File: src/sv/wpr_pkg.sv
// Shared types and constants for the three-window Williams %R block.
// No dependencies.
package wpr_pkg;
	localparam int NUM_WIN  = 3;
	localparam int PCT_BITS = 14;
	localparam int CFG_BITS = 8;
	localparam int IDX_BITS = 2;
	localparam logic [PCT_BITS-1:0] OUT_FULL = 14'd10000;

	// register indexes
	localparam logic [IDX_BITS-1:0] REG_SHORT = 2'd0;
	localparam logic [IDX_BITS-1:0] REG_MID   = 2'd1;
	localparam logic [IDX_BITS-1:0] REG_LONG  = 2'd2;

	// controller to datapath commands
	typedef struct packed {
		logic store;      // write the bar into the rings, latch close
		logic scan_init;  // reset the scan offset to the newest bar
		logic scan_rd;    // issue a ring read for the current offset
		logic scan_acc;   // fold read data into extremes
		logic div_start;  // load divider for the window in win_sel
		logic div_step;   // one restoring division step
		logic div_done;   // store the result of window win_sel
		logic out_load;   // move results into the output register
		logic [1:0] win_sel;
	} wpr_cmd_t;

	// datapath to controller status
	typedef struct packed {
		logic scan_last;  // current offset is the last one needed
		logic div_last;   // divider on its final step
	} wpr_sts_t;
endpackage

File: src/sv/wpr_ctrl.sv
// Controller: sequences store, scan, three divisions and result handoff.
// Depends on wpr_pkg.
module wpr_ctrl (
	input  logic              clk,
	input  logic              arst_n,
	input  logic              in_fire,
	output logic              in_ready,
	output logic              out_valid,
	input  logic              out_ready,
	output wpr_pkg::wpr_cmd_t cmd,
	input  wpr_pkg::wpr_sts_t sts
);
	import wpr_pkg::*;

	localparam logic [2:0] ST_IDLE = 3'd0;
	localparam logic [2:0] ST_SCAN = 3'd1;
	localparam logic [2:0] ST_LAST = 3'd2;
	localparam logic [2:0] ST_DST  = 3'd3;
	localparam logic [2:0] ST_DIV  = 3'd4;
	localparam logic [2:0] ST_DONE = 3'd5;
	localparam logic [2:0] ST_OUT  = 3'd6;

	logic [2:0] state_q;
	logic [1:0] win_q;
	logic       outv_q;

	assign out_valid = outv_q;
	// a new request may enter once the previous result left the work area
	assign in_ready  = (state_q == ST_IDLE);

	always_comb begin
		cmd = '0;
		cmd.win_sel = win_q;
		cmd.store = in_fire;
		cmd.scan_init = in_fire;
		unique case (state_q)
			ST_IDLE: ;
			ST_SCAN: begin
				cmd.scan_rd  = 1'b1;
				cmd.scan_acc = 1'b1;
			end
			ST_LAST: cmd.scan_acc = 1'b1;
			ST_DST:  cmd.div_start = 1'b1;
			ST_DIV:  cmd.div_step = 1'b1;
			ST_DONE: cmd.div_done = 1'b1;
			ST_OUT:  cmd.out_load = !outv_q || out_ready;
			default: ;
		endcase
	end

	always_ff @(posedge clk or negedge arst_n) begin
		if (!arst_n) begin
			state_q <= ST_IDLE;
			win_q   <= '0;
			outv_q  <= 1'b0;
		end else begin
			// hold the result valid until taken; reload wins over drain
			if (cmd.out_load) outv_q <= 1'b1;
			else if (outv_q && out_ready) outv_q <= 1'b0;
			unique case (state_q)
				ST_IDLE: if (in_fire) state_q <= ST_SCAN;
				ST_SCAN: if (sts.scan_last) state_q <= ST_LAST;
				ST_LAST: begin
					win_q   <= REG_SHORT;
					state_q <= ST_DST;
				end
				ST_DST:  state_q <= ST_DIV;
				ST_DIV:  if (sts.div_last) state_q <= ST_DONE;
				ST_DONE: begin
					if (win_q == REG_LONG) state_q <= ST_OUT;
					else begin
						win_q   <= win_q + 2'd1;
						state_q <= ST_DST;
					end
				end
				ST_OUT: if (!outv_q || out_ready) state_q <= ST_IDLE;
				default: state_q <= ST_IDLE;
			endcase
		end
	end
endmodule

File: config.mk
export PLATFORM = sky130hd
export DESIGN_NAME = wpr_ctrl
export DESIGN_NICKNAME = d
export VERILOG_FILES = /design/src/sv/wpr_pkg.sv /design/src/sv/wpr_ctrl.sv
export SDC_FILE = /design/constraint.sdc
export NUM_CORES = 1
export LEC_CHECK = 0
export ABC_AREA = 0
export BUFFER_PORTS_ARGS = -buffer_cell sky130_fd_sc_hd__buf_2
export CORE_AREA = 2 2 39 41
export DETAILED_ROUTE_END_ITERATION = 12
export DIE_AREA = 0 0 41 43
export GPL_TIMING_DRIVEN = 0
export PLACE_DENSITY_LB_ADDON = 0.12
export SETUP_SLACK_MARGIN = 0.02
export SYNTH_ARGS = -nofsm -noshare
export SYNTH_HDL_FRONTEND = slang
export SYNTH_SLANG_ARGS = --single-unit
File: constraint.sdc
create_clock -name clk -period 1.15 [get_ports clk]
set_input_delay 0.0575 -clock clk [delete_from_list [all_inputs] [get_ports clk]]
set_output_delay 0.0575 -clock clk [all_outputs]
set_load 0.02 [all_outputs]
**Yosys cells after proc, flatten, opt, wreduce, memory -nomap -nowiden**

Cells that the tools add are included.

- Output and inout port bits: 12
- Bits of input ports: 6
- Register bits: 6

- Add/sub/neg operators: 1
- Multiplexer cells: 16
- Reduce and logical (&&, ||, !) cells: 9
- Equality and inequality tests: 12

Operators with widths:

| cell | number |
|---|---|
| 3-bit one-hot mux with 7 select lines | 1 |
| 3-bit 2-to-1 mux | 5 |
| 2-bit != test (second input constant) | 5 |
| 3-bit equality test (second input constant) | 3 |
| 1-bit 2-to-1 mux | 8 |
| 3-bit by 2-bit equality test with 1-bit output (second input constant) | 2 |
| 2-bit one-hot mux with 2 select lines | 1 |
| 4-bit AND reduction | 1 |
| 2-bit nonzero test | 2 |
| 3-bit by 1-bit equality test with 1-bit output (second input constant) | 1 |
| 3-bit zero test | 1 |
| 2-bit by 1-bit adder with 2-bit output (second input constant) | 1 |
| 2-bit equality test (second input constant) | 1 |
| 2-bit 2-to-1 mux | 1 |
| 2-bit AND reduction | 1 |
| 2-bit OR reduction | 1 |
| 1-bit logical AND | 1 |
| 1-bit zero test | 1 |
| 1-bit logical OR | 1 |

**Depth between registers and ports, before layout**

- Depth in word-level cells: 4
- Gate-level depth with buffers: 5

**Worst setup path after synthesis**

Ideal clock, no wire load.

- Path type: register to output
- Start: reg state_q[0]
- End: out cmd[2] (netlist bit)
- Stages on the path, launching flop included: 4
- Data required time: 1.092 ns
- Slack: -0.228 ns
- Data arrival time: 1.321 ns
- Cell sequence: dfrtp_1 -> clkbuf_2 -> or2b_4 -> nor3b_1

RTL lines:

| element | line | source |
|---|---|---|
| start: declaration | wpr_ctrl.sv:23 | `logic [2:0] state_q;` |
| start signal: assignment | wpr_ctrl.sv:53 | `state_q <= ST_IDLE;` |
| start signal: assignment | wpr_ctrl.sv:61 | `ST_IDLE: if (in_fire) state_q <= ST_SCAN;` |
| start signal: assignment | wpr_ctrl.sv:62 | `ST_SCAN: if (sts.scan_last) state_q <= ST_LAST;` |
| end: declaration | wpr_ctrl.sv:10 | `output wpr_pkg::wpr_cmd_t cmd,` |

==> flow_metrics.tcl <==
set metrics [dict create \
    clk_path_buf_depth 2 \
    fin_cells 90 \
    core-area_um2 1380 \
    viasPerCell 4.93 \
    syn_area_um2 393 \
    grt_overflow 0 \
    placed_cell_area_um2 517 \
    finalCriticalPeriod_ps 1300 \
    drive_above_1_share_pct 75.7 \
    finalWirelength_um 1260 \
    fin_skew_ps 8.03 \
    synth_warnings 0 \
    outcome "complete, but fails checks" \
    ios 18 \
    final_nets 82 \
    pwr-share-seq_pct 18.0 \
    dp_worst_setup_slack_ps -92.2 \
    critPathSlowestCell "dfrtp_2" \
    clock-sinks 6 \
    placed_cells 75 \
    fill_cells 134 \
    synth_edf_count 0 \
    worstHoldEndpoint "state_q[1]$_DFFE_PN0P_" \
    r2r-start "state_q[0]$_DFFE_PN0P_" \
    avgSynthCellArea_um2 9.35 \
    antenna_cells 0 \
    path_delay_family "simple AND/OR/NAND/NOR gates" \
    required_ps 1090 \
    remaining_drc_errors 0 \
    cts_buffers 3 \
    cp_num_buf_inv 1 \
    path_cells "or2b_4, nor3b_2, buf_4" \
    antenna_found_initial 0 \
    clk_pin_slew_ps 50 \
    wl_per_cell_um 14.0 \
    intPower_mw 1.14 \
    max_slew_margin_pct 85.8 \
    place_hpwl_um 659 \
    clock.fmax_mhz 771 \
    fin_tns_setup_ps -932 \
    async_flop_share_pct 100 \
    hold_viol_final 0 \
    first_pass_iters 3 \
    grtUsageTotal_pct 17.3 \
    cts_root_buf "clkbuf_4" \
    fin_area_um2 709 \
    irDropWorstVdd_v 0.00132 \
    violations "setup timing" \
    synth_nets 49 \
    critPathKind "reg2out" \
    critPathMaxStageDelay_ps 400 \
    tritoncts "built" \
    power_density_nw_per_um2 2880 \
    drt_iter0_drc 3 \
    port_buffers 17 \
    p_clk_share_pct 10.5 \
    pwr-share-comb_pct 71.5 \
    tightest_slew_ps 213 \
    setup_viol 10 \
    seq_area_frac_synth_pct 38.2 \
    worst-endpoint-arrival_ps 1240 \
    cp-start-kind "register" \
    grt_pass1_wl_um 1930 \
    yosysUniqueCellTypes 23 \
    holdPathStages 3 \
    final_util_pct 51.3 \
    ant_nets 0 \
    end_kind "output port" \
    reg2reg_to "state_q[0]$_DFFE_PN0P_" \
    reg2regPathDepth 5 \
    swShare_pct 44.3 \
    grt_max_degree 9 \
    p_leak_nw 0.341 \
    power.switching_mw 0.906 \
    die_area_um2 1760 \
    ys.flop_type "dfrtp_1" \
    start_util_pct 28.4 \
    area_growth_pct 80.6 \
    die_w_um 41 \
    slew_viol_final 0 \
    fp.dieH_um 43 \
    rsz0062_at_grt "true" \
    gp_congestion 0.707 \
    worst_slack_ps -147 \
    cts.htree.levels 1 \
    hp-start "sts[1]" \
    crit_fanout 3 \
    worstSkewPairLatency_ps 250 \
    grt_pass1_vias 419 \
    multi_input_area_um2 269 \
    rows 14 \
    hold_path.class "in2reg" \
    min_period_over_period_pct 113 \
    ff2ff_setup_slack_ps -100 \
    num_vias 444 \
    synthCells 42 \
    finalPower_mw 2.04 \
    ys_seq_elements 6 \
    drv_cap 0 \
    whs_ps 91.2 \
    ff_latch_area_um2 155 \
]
cell usage in the layout, fill, tap and decap left out:
master	instances
dlygate4sd3_1	1
nor3_2	1
nand2b_4	1
buf_4	15
dfrtp_2	4
or2b_4	1
nor2_1	4
a211o_1	1
nor2_2	1
clkbuf_1	1
and3_2	1
dfrtp_1	2
clkinvlp_4	1
buf_6	4
clkbuf_4	3
nor2b_4	1
nor3_1	2
a21o_1	1
a211oi_2	2
or2b_2	1
o21bai_1	1
inv_2	1
mux2i_1	1
o21ai_2	1
ha_4	1
o21ai_0	1
o22ai_1	1
buf_2	12
nor3_4	1
nor3b_2	2
a21oi_2	2
a21oi_1	2
cell usage after synthesis, types with 2 or more instances:
| cell type | n | share of area, % |
|---|---|---|
| a211oi_1 | 2 | 3.8 |
| dfrtp_1 | 6 | 38 |
| a21oi_1 | 4 | 5.1 |
| inv_1 | 2 | 1.9 |
| nor2_1 | 5 | 4.8 |
| nor3_1 | 4 | 5.1 |
| buf_4 | 3 | 5.7 |
layer usage:
layer  GRT usage (%)  vias up  wire (um)
met2            25.0       13        665
met3            3.14        2         53
met4            14.0        0         19
met5               0        -          0
met1            21.1      216        520
li1                -      213          -
worst reg2reg max path, cell delays in order, from the launching register on:
cell	delay (ps)
dfrtp_2	400
buf_4	170
nand2b_4	110
buf_4	120
o21ai_2	40
a211o_1	290
logic make-up after synthesis:
logic type / count (synthesis) / synth area share (%)
and+or+nand+nor: 16 / 27.1
adders and majority gates: 1 / 3.18
DFF: 6 / 38.2
muxes: 1 / 2.55
buffers and inverters: 6 / 8.92
AOI/OAI and AO/OA: 12 / 20.1
worst max-delay path by stage:
stage	start	end	slack, ps	cells after the start
after floorplan	state_q[0]$_DFFE_PN0P_	cmd[2]	-40	3
after global placement	state_q[0]$_DFFE_PN0P_	cmd[2]	-90	4
after detailed placement	state_q[0]$_DFFE_PN0P_	cmd[2]	-90	4
after CTS	state_q[0]$_DFFE_PN0P_	cmd[2]	-160	3
after global routing	state_q[0]$_DFFE_PN0P_	cmd[2]	-190	3
final	state_q[0]$_DFFE_PN0P_	cmd[2]	-150	3
final cells by class:
cell class / count / share of cell area [%]
multi-input cells: 30 / 37.9
repair buffers: 29 / 28.4
flip-flops and latches: 6 / 21.9
clock buffers: 4 / 3.70
plain buffers: 3 / 3.70
well taps: 16 / 2.82
inverters: 2 / 1.59
flip-flops by register name, indices dropped and copies added, names as in the netlist:
name	count
state_q	3
win_q	2
out_valid	1
power by group through the flow:
stage	registers [mW]	clock network, mW	logic (mW)
final	0.367	0.215	1.46
after floorplan	0.404	0	0.663
after detailed placement	0.380	0	0.928
after global placement	0.377	0	0.929
after global routing	0.375	0.239	1.56
after CTS	0.364	0.221	1.32
repair_timing:
item | CTS | global route
resized for setup | 15 | 6
pin swaps | 3 | 5
endpoints found under the setup margin | 12 | 12
setup buffers | 10 | 1
hold buffers | 1 | 0
hold endpoints to repair | 6 | 0
Note: power is estimated with default switching activity, not from simulation.
